<file path="src/gha_pkg.sv">
// Shared widths, register codes and item types for the GHASH accumulator.
`timescale 1ns / 1ps

package gha_pkg;

   // Width of one message half and of the full GF(2^128) element.
   localparam int HalfW  = 64;
   localparam int BlockW = 2 * HalfW;

   // Configuration register index width and register codes.
   localparam int CsrIdxW = 1;

   typedef enum logic [CsrIdxW-1:0] {
      CSR_KEY_HIGH = 1'b0,
      CSR_KEY_LOW  = 1'b1
   } csr_reg_type;

   // One message block as it sits in the input register.
   typedef struct packed {
      logic [BlockW-1:0] block;
      logic              start_msg;
      logic              last_block;
   } item_type;

endpackage

</file>
<file path="src/gha_key_regs.sv">
// Hash key registers written through the configuration channel.
`timescale 1ns / 1ps

module gha_key_regs (
   input  logic                        clock,
   input  logic                        reset,
   input  logic                        csr_valid,
   output logic                        csr_ready,
   input  logic [gha_pkg::CsrIdxW-1:0] csr_index,
   input  logic [gha_pkg::HalfW-1:0]   csr_wdata,
   output logic [gha_pkg::BlockW-1:0]  hash_key
);

   logic [gha_pkg::HalfW-1:0] key_high_ff;
   logic [gha_pkg::HalfW-1:0] key_low_ff;
   logic [gha_pkg::HalfW-1:0] key_high_in;
   logic [gha_pkg::HalfW-1:0] key_low_in;

   // Writes never wait.
   assign csr_ready = 1'b1;

   always_comb begin
      key_high_in = key_high_ff;
      key_low_in  = key_low_ff;
      if (csr_valid) begin
         unique case (gha_pkg::csr_reg_type'(csr_index))
            gha_pkg::CSR_KEY_HIGH: key_high_in = csr_wdata;
            gha_pkg::CSR_KEY_LOW:  key_low_in  = csr_wdata;
            default: begin
               key_high_in = key_high_ff;
               key_low_in  = key_low_ff;
            end
         endcase
      end
   end

   always_ff @(posedge clock) begin
      if (reset) begin
         key_high_ff <= '0;
         key_low_ff  <= '0;
      end else begin
         key_high_ff <= key_high_in;
         key_low_ff  <= key_low_in;
      end
   end

   assign hash_key = {key_high_ff, key_low_ff};

endmodule

</file>
<file path="config.mk">
export PLATFORM = sky130hd
export DESIGN_NAME = gha_key_regs
export DESIGN_NICKNAME = d
export VERILOG_FILES = /design/src/gha_pkg.sv /design/src/gha_key_regs.sv
export SDC_FILE = /design/constraint.sdc
export NUM_CORES = 1
export LEC_CHECK = 0
export BUFFER_PORTS_ARGS = -buffer_cell sky130_fd_sc_hd__buf_2
export CAP_MARGIN = 20
export CORE_MARGIN = 10
export CORE_UTILIZATION = 40
export DETAILED_ROUTE_END_ITERATION = 6
export GPL_ROUTABILITY_DRIVEN = 1
export HOLD_SLACK_MARGIN = 0.12
export PLACE_DENSITY = 0.74
export SYNTH_ARGS = -nofsm -noshare
export SYNTH_HDL_FRONTEND = slang
export SYNTH_SLANG_ARGS = --single-unit
</file>
<file path="constraint.sdc">
create_clock -name clock -period 1.8 [get_ports clock]
set_input_delay 0.54 -clock clock [delete_from_list [all_inputs] [get_ports clock]]
set_output_delay 0.54 -clock clock [all_outputs]
set_load 0.03 [all_outputs]
</file>
==> reports/metrics.cfg, run 1 <==
[worst_setup_path]
cp.depth=1
required_ns=1.26
worstSetupEndpointType=primary output
arrival_ns=0.98
worstSetupEndpoint=hash_key[63]
cpLargestDelayFamily=flip-flops
cpPeakStageDelay_ns=0.36
r2r-end=key_low_ff[45]
crit_fanout=2
cp-startpoint=key_low_ff[63]
critPathBufInv=1
crit_type=reg -> out
slowest_stage=dfxtp_1
path_cells=buf_2
rr_startpoint=key_low_ff[45]
r2r_cells=2
cp-start-kind=register
r2r_slack_ns=1.16

[worst_hold_path]
hold_path.class=in -> reg

[synthesis]
synth_nets=557
synth-seq-cells=128
postSynthCellCount=489
synth_warnings=0
synth.top_cell.area_share=0.4850
synth_top_cell_by_area=dfxtp_1
synth_area_leaders=dfxtp_1, mux2i_1, nand2b_1
synth-seq-area-share=0.4850
synth_area_um2=5284
ys_types=12
avgSynthCellArea_um2=10.81

[detailed_routing]
drt_iter0_drc=175
vias_per_cell=4.549
avgRoutedWirePerCell_um=15.63
postRouteAntennaNets=0
drtPass1Iterations=4
wl_mm=13.43
vias=3908
drc=0

[die]
core-area_um2=12770
pin_count=197
design.die.area_um2=18210
die_w_um=134.9
fp-row-count=41
start_util=0.4137
chipHeight_um=134.9

[grt]
antenna_found_initial=0
grt_pass1_vias=4227
grt_pass1_wl_mm=21.66
grt_usage=0.1480
grt_overflow=0
grt_start_max_net_pins=100

[cts]
cts.path.max_buffers=2
cts_max_level=4
cts_root_buffer=clkbuf_16
cts_resized=0
cts_hold_buffers=0
cts.sinks=128
cts-buffers-inserted=17
clk_pin_slew_ns=0.06
cts_tree=built
insertion_delay_ns=0.41
cts_setup_buffers=0

[timing]
slew_violations=0
hold_violations=0
fmax_mhz=656.5
worst_slack_ns=0.2767
setup-violations-final=0
whs_ns=0.4107
setup-tns-final_ns=0
fin_skew_ns=0
finalCriticalPeriod_ns=1.523
period_share=0.8463
rsz0062_at_grt=no

[final_layout]
n_fill_cell=1139
layout-drive-gt1-share=0.3406
fin_util=0.5458
syn_to_final_growth_pct=31.94
final_nets=742
diodes=0

[power]
powerDensity_nw_per_um2=1044
ir_drop_mv=0.5644
p_leak_nw=3.438
power_w=0.007276

[job]
drv_cap=0

[status]
status=finished clean

[placed_design]
io_buffers=195
gp_congestion=0.7239
hpwl_mm=9.969
pre_cts_ws_ns=0.2888

through the flow:
stage	cells	cell area, um2
after global routing	859	6972
final	859	6972
after global placement	827	6407
after floorplan	489	5284
after CTS	859	6972
after detailed placement	827	6407
tightest hold or removal path, stage by stage:
cell	delay, ns
buf_2	0.09
nand2b_1	0.07
mux2i_1	0.06
layer usage:
metal	global-route usage	vias up	wire length, um
met5	0	-	0
li1	-	1956	-
met1	0.1608	1788	5675
met3	0.07826	21	1363
met2	0.2375	143	6173
met4	0.05981	0	216
state kept, by name, summed over array words and instances (netlist names):
| name | cells |
|---|---|
| key_high_ff | 64 |
| key_low_ff | 64 |
where the power goes:
group	switching [W]	internal [W]	total [W]	leakage [nW]
Sequential	0.0000775	0.00298	0.00306	1.05
Combinational	0.000603	0.000376	0.000979	2.11
Clock	0.00118	0.00205	0.00324	0.275
Total	0.00186	0.00541	0.00728	3.44
how the worst min path moves through the flow:
stage                     from         endpoint  slack [ns]  depth (start not counted)
2_1_floorplan   key_high_ff[0]   key_high_ff[0]        0.60                          2
3_3_place_gp    key_high_ff[3]   key_high_ff[3]        0.45                          2
3_5_place_dp   key_high_ff[16]  key_high_ff[16]        0.46                          2
4_1_cts          csr_wdata[51]   key_low_ff[51]        0.39                          3
5_1_grt          csr_wdata[51]   key_low_ff[51]        0.39                          3
6_report         csr_wdata[18]   key_low_ff[18]        0.41                          3
placed cells by master, fill, tap and decap left out, drive strengths merged:
cell type / count
clkinv: 7
conb: 1
buf: 202
clkbuf: 20
mux2i: 128
and2: 1
clkinvlp: 3
nand2: 1
nor2b: 1
dfxtp: 128
nand2b: 193
bufinv: 2
cells in the mapped netlist, drive strengths merged:
library cell / number
mux2i: 128
nand2: 1
buf: 17
nand2b: 193
and2: 1
clkbuf: 19
nor2b: 1
dfxtp: 128
conb: 1
final cells by class:
class                           instances  area (um2)  share of cell area
Clock buffer                           20       446.7             0.06407
Tap cell                              172       215.2             0.03087
Timing Repair Buffer                  202        1106              0.1587
Multi-Input combinational cell        325        2524              0.3620
Clock inverter                         12       117.6             0.01687
Sequential cell                       128        2562              0.3676
logic make-up after synthesis:
kind of cell  share of synthesized area
flops                            0.4850
simple gates                     0.2316
other cells                   0.0007097
mux                              0.2425
buf+inv                         0.04025
Power figures use the tool's default switching activity.
==> inputs of run 2 (changes only) <==
--- a/config.mk
+++ b/config.mk
@@ -5,6 +5,7 @@
 export SDC_FILE = /design/constraint.sdc
 export NUM_CORES = 1
 export LEC_CHECK = 0
+export ABC_AREA = 1
 export BUFFER_PORTS_ARGS = -buffer_cell sky130_fd_sc_hd__buf_2
 export CAP_MARGIN = 20
 export CORE_MARGIN = 10
@@ -12,7 +13,7 @@
 export DETAILED_ROUTE_END_ITERATION = 6
 export GPL_ROUTABILITY_DRIVEN = 1
 export HOLD_SLACK_MARGIN = 0.12
-export PLACE_DENSITY = 0.74
+export PLACE_DENSITY = 0.77
 export SYNTH_ARGS = -nofsm -noshare
 export SYNTH_HDL_FRONTEND = slang
 export SYNTH_SLANG_ARGS = --single-unit
==> constraint.sdc (replaced) <==
create_clock -name clock -period 1.3 [get_ports clock]
set_input_delay 0.39 -clock clock [delete_from_list [all_inputs] [get_ports clock]]
set_output_delay 0.39 -clock clock [all_outputs]
set_load 0.03 [all_outputs]
==> run 2 against run 1 <==
Net effect: non-clock buffer count grew 24; critical path type unchanged; first-iteration DRC count up 120%; clock skew did not move; largest power group unchanged; core utilization up 10 points.
==> reports/metrics.cfg, run 2 <==
[synthesis]
postSynthCellCount=699
synth_edf_count=0
synth_area_um2=5019
ys_async_sr_fraction=0
synth-seq-cells=128
avgSynthCellArea_um2=7.180
ys_types=13
synth_warnings=0
synth.most_common_cell=nand2_1
yosys_most_used_dff=dfxtp_1
synth_area_leaders=dfxtp_1, nand3_1, nand2_1
synth_top_cell_by_area=dfxtp_1
synth_nets=767
synth-seq-area-share=0.5106
ys_top_cells_by_count=nand2_1, dfxtp_1, nand3_1, nor2_1, inv_1
synth.top_cell.area_share=0.5106

[power]
pwr-share-seq=0.405
internal_power_w=0.007710
powerDensity_nw_per_um2=1363
clockPowerShare=0.417
ir_drop_mv=0.9944
p_sw_frac=0.2841
p_leak_nw=3.721
power_frac_comb=0.178
p_sw_w=0.003059

[detailed_routing]
met2WireLength_mm=8.694
drt_iter0_drc=384
wl_met1_mm=6.799
highest_layer=met5
drtPass1Iterations=5
vias_per_cell=4.899
wl_mm=17.74
avgRoutedWirePerCell_um=16.51
drc=0
postRouteAntennaNets=0
vias=5261
dr_wl_met3_mm=1.940

[grt]
grt_start_max_net_pins=70
grt_usage=0.1960
grt_pass1_vias=5093
antenna_found_initial=3
grt_pass1_wl_mm=27.89
grt_overflow=0

[cts]
cts.sinks=128
cts_hold_buffers=0
cts_root_buffer=clkbuf_16
cts_tree=built
insertion_delay_ns=0.41
cts_max_level=4
clk_pin_slew_ns=0.06
cts.path.max_buffers=2
cts-buffers-inserted=17

[worst_setup_path]
required_ns=0.91
crit_type=reg -> out
arrival_ns=0.90
cpLargestDelayFamily=flip-flops
cp-start-kind=register
slowest_stage=dfxtp_2
worstSetupEndpointType=primary output
critPathBufInv=1
cpPeakStageDelay_ns=0.36
path_cells=buf_6
crit_fanout=2

[timing]
fmax_mhz=774.2
fin_skew_ns=0
slew_violations=0
hold_violations=0
finalCriticalPeriod_ns=1.292
worst_slack_ns=0.008294
whs_ns=0.2369
period_share=0.9936
setup-violations-final=0
rsz0062_at_grt=yes

[die]
design.die.area_um2=17430
start_util=0.4127
die_w_um=132.0
pin_count=197
core-area_um2=12160
chipHeight_um=132.0
fp-row-count=40

[placed_design]
gp_congestion=0.8150
hpwl_mm=11.19
pre_cts_ws_ns=0.04247
place_area_um2=6276
io_buffers=195

[final_layout]
layout-drive-gt1-share=0.4314
top_regs=key_high_ff: 64 flops, key_low_ff: 64 flops
layout_common_cells=nor2_1, nand3_1, nand2_1, dfxtp_2, buf_6
stdcell_area_um2=7900
syn_to_final_growth_pct=57.42
fin_util=0.6496
final_nets=959

[worst_hold_path]
hold_path.class=in -> reg

[job]
drv_cap=0

[status]
status=finished clean

-- run 2: cell types whose count changed after synthesis, sizes merged, moves of 64 or more --
cell    delta
a21oi     +64
inv       +67
mux2i    -128
nand2    +128
nand2b   -193
nand3    +128
nor2     +129
-- run 2: repair_timing --
item | CTS | global route
setup endpoints to repair | 128 | 81
gates resized for setup | 354 | 30
buffers inserted | 0 | 12
-- run 2: layer usage --
| layer | GRT usage | vias to the layer above |
|---|---|---|
| met2 | 0.3205 | 249 |
| met1 | 0.2188 | 2403 |
| met5 | 0 | - |
| met3 | 0.09337 | 25 |
| met4 | 0.06551 | 2 |
| li1 | - | 2582 |
-- run 2: power groups by stage --
stage / combinational (W) / clock, W / sequential [W]
after global placement: 0.00161 / 0 / 0.00433
final: 0.00192 / 0.00449 / 0.00436
after floorplan: 0.000584 / 0 / 0.00477
after detailed placement: 0.00162 / 0 / 0.00434
after CTS: 0.00188 / 0.00456 / 0.00434
after global routing: 0.00207 / 0.00476 / 0.00438
-- run 2: layout make-up --
class	instances	area (um2)
repair buffers	226	2200
inverters	67	251.5
flip-flops and latches	128	2723
diodes	2	5.005
clock buffers	19	452.9
fillers	961	4262
multi-input cells	451	1943
well taps	168	210.2
clock inverters	13	115.1
-- run 2: worst register-to-register path, cell delays in order, from the launching register on --
cell and delay, ns:
dfxtp_2 0.33, buf_4 0.13, nor2_1 0.12, nor2_1 0.06
-- run 2: logic make-up (layout without fill, tap and decap cells) --
group / Yosys count / after routing / share of synthesized area
buffers and inverters: 120 / 325 / 0.1027
AO/OA/AOI/OAI: 64 / 64 / 0.06383
flip-flops: 128 / 128 / 0.5106
other: 1 / 3 / 0.0007472
AND/OR/NAND/NOR: 386 / 386 / 0.3221
-- run 2: final timing paths --
path | from | end | slack (ns) | cells after the start
setup / recovery | key_low_ff[22] | hash_key[22] | 0.008 | 1
hold / removal | csr_wdata[61] | key_low_ff[61] | 0.24 | 3
setup reg to reg | key_high_ff[53] | key_high_ff[53] | 0.55 | 3
hold reg to reg | key_low_ff[62] | key_low_ff[62] | 0.47 | 2
-- run 2: per-stage QoR --
stage                     total power [W]  TNS [ns]  cells
after global routing              0.01121   -0.4165   1073
after floorplan                  0.005357         0    699
after detailed placement         0.005959         0   1028
after CTS                         0.01079  -0.01750   1060
final                             0.01077         0   1074
after global placement           0.005936         0   1028
==> inputs of run 3 (changes only) <==
--- a/config.mk
+++ b/config.mk
@@ -13,7 +13,7 @@
 export DETAILED_ROUTE_END_ITERATION = 6
 export GPL_ROUTABILITY_DRIVEN = 1
 export HOLD_SLACK_MARGIN = 0.12
-export PLACE_DENSITY = 0.77
+export PLACE_DENSITY = 0.81
 export SYNTH_ARGS = -nofsm -noshare
 export SYNTH_HDL_FRONTEND = slang
 export SYNTH_SLANG_ARGS = --single-unit
==> run 3 against run 2 <==
Net effect: the run now ends with negative setup slack left; hold slack improved by 0.0022 ns; critical path depth unchanged; global-route usage is essentially flat; via count increased by 0.63%; largest power group is now sequential cells; clock skew unchanged; routed wire length increased by 1.0%; sequential share of layout area up 0.62 points; core utilization shrank 1.2 points; maximum frequency fell by 0.71%; critical endpoint is now hash_key[84]; combinational power barely moved; sequential cell count unchanged.
==> reports/metrics.cfg, run 3 (synthesis gave the netlist of run 2 again) <==
[status]
status=finished with violations
violations=negative setup slack

[cts]
cts-buffers-inserted=17
clk_pin_slew_ns=0.06
insertion_delay_ns=0.40
cts_root_buffer=clkbuf_16
cts_max_level=4
cts_tree=built
cts.sinks=128
cts.path.max_buffers=2

[timing]
rsz0062_at_grt=yes
fmax_mhz=768.7
slew_violations=0
worst_slack_ns=-0.0009142
setup-tns-final_ns=-0.0009142
setup-violations-final=1
period_share=1.001
fin_skew_ns=0
hold_violations=0
finalCriticalPeriod_ns=1.301

[final_layout]
final_nets=950
post_layout_nonfiller_instances=1063
syn_to_final_growth_pct=54.62
n_fill_cell=955
layout-drive-gt1-share=0.4195
top_regs=key_high_ff: 64 flops, key_low_ff: 64 flops
layout_common_cells=nor2_1, nand3_1, nand2_1, dfxtp_2, buf_6

[worst_setup_path]
path_cells=buf_6
cp-start-kind=register
cpPeakStageDelay_ns=0.36
worstSetupEndpointType=primary output
crit_fanout=2
critPathBufInv=1
crit_type=reg -> out
arrival_ns=0.91
required_ns=0.91
cpLargestDelayFamily=flip-flops
slowest_stage=dfxtp_2

[die]
design.die.area_um2=17430
chipHeight_um=132.0
pin_count=197
fp-row-count=40
die_w_um=132.0
start_util=0.4127
core-area_um2=12160

[grt]
grt_pass1_wl_mm=28.01
antenna_found_initial=1
grt_overflow=0
grt_usage=0.1964
grt_start_max_net_pins=69
grt_pass1_vias=5163

[detailed_routing]
vias_per_cell=4.980
vias=5294
highest_layer=met4
wl_met1_mm=6.813
drt_iter0_drc=417
dr_wl_met3_mm=1.915
drtPass1Iterations=5
met2WireLength_mm=8.919
wl_mm=17.91
avgRoutedWirePerCell_um=16.85
postRouteAntennaNets=0
drc=0

[placed_design]
gp_congestion=0.8166
pre_cts_ws_ns=0.04181
dp_cells=1027
io_buffers=195
hpwl_mm=11.24

[job]
drv_cap=0

[power]
p_leak_nw=3.671
power_w=0.01055
ir_drop_mv=0.8629
powerDensity_nw_per_um2=1360

[worst_hold_path]
hold_path.class=in -> reg

[run 3: changes by cell type in the layout (fill, tap and decap cells not counted)]
cell,before,now
clkinv_4,2,0
clkinvlp_4,7,0
diode_2,2,1
clkinv_2,3,7
clkbuf_1,0,5
buf_12,15,13
buf_4,17,10
clkbuf_8,2,1
[run 3: final timing paths]
path	endpoint	slack, ns	start	cells after the start
setup / recovery	hash_key[84]	-0.0009	key_high_ff[20]	1
hold reg to reg	key_low_ff[42]	0.46	key_low_ff[42]	2
hold / removal	key_low_ff[41]	0.24	csr_wdata[41]	3
setup reg to reg	key_low_ff[16]	0.55	key_low_ff[16]	3
[run 3: per-layer routing]
| metal | global-route usage | vias up |
|---|---|---|
| met4 | 0.06242 | 0 |
| li1 | - | 2562 |
| met5 | 0 | - |
| met3 | 0.09184 | 25 |
| met1 | 0.2211 | 2459 |
| met2 | 0.3214 | 248 |
[run 3: timing repair]
| action | CTS | global route |
|---|---|---|
| hold buffers | 0 | 0 |
| setup buffers | 0 | 4 |
| gates resized for setup | 322 | 62 |
| endpoints found under the hold margin | 0 | 0 |
| setup endpoints to repair | 128 | 67 |
[run 3: report_power, final]
group,total [W],leakage (nW),switching (W),internal [W]
sequential,0.00437,1.10,0.000170,0.00420
clock,0.00430,0.264,0.00165,0.00264
combinational,0.00189,2.31,0.00112,0.000770
total,0.0106,3.67,0.00295,0.00761
[run 3: cell type report]
class / count / area [um2] / share of cell area
flip-flops and latches: 128 / 2723 / 0.3509
diodes: 1 / 2.502 / 0.0003225
well taps: 168 / 210.2 / 0.02709
repair buffers: 217 / 2107 / 0.2715
multi-input cells: 451 / 1943 / 0.2504
clock inverters: 8 / 65.06 / 0.008384
clock buffers: 23 / 457.9 / 0.05901
inverters: 67 / 251.5 / 0.03241
[run 3: metrics by stage]
step | area (um2) | utilization | hold slack, ns
after floorplan | 5019 | - | 0.5419
after global placement | 6243 | 0.5134 | 0.4450
after detailed placement | 6243 | 0.5134 | 0.4473
after CTS | 7625 | 0.6270 | 0.2220
after global routing | 7760 | 0.6381 | 0.2292
final | 7760 | 0.6381 | 0.2392
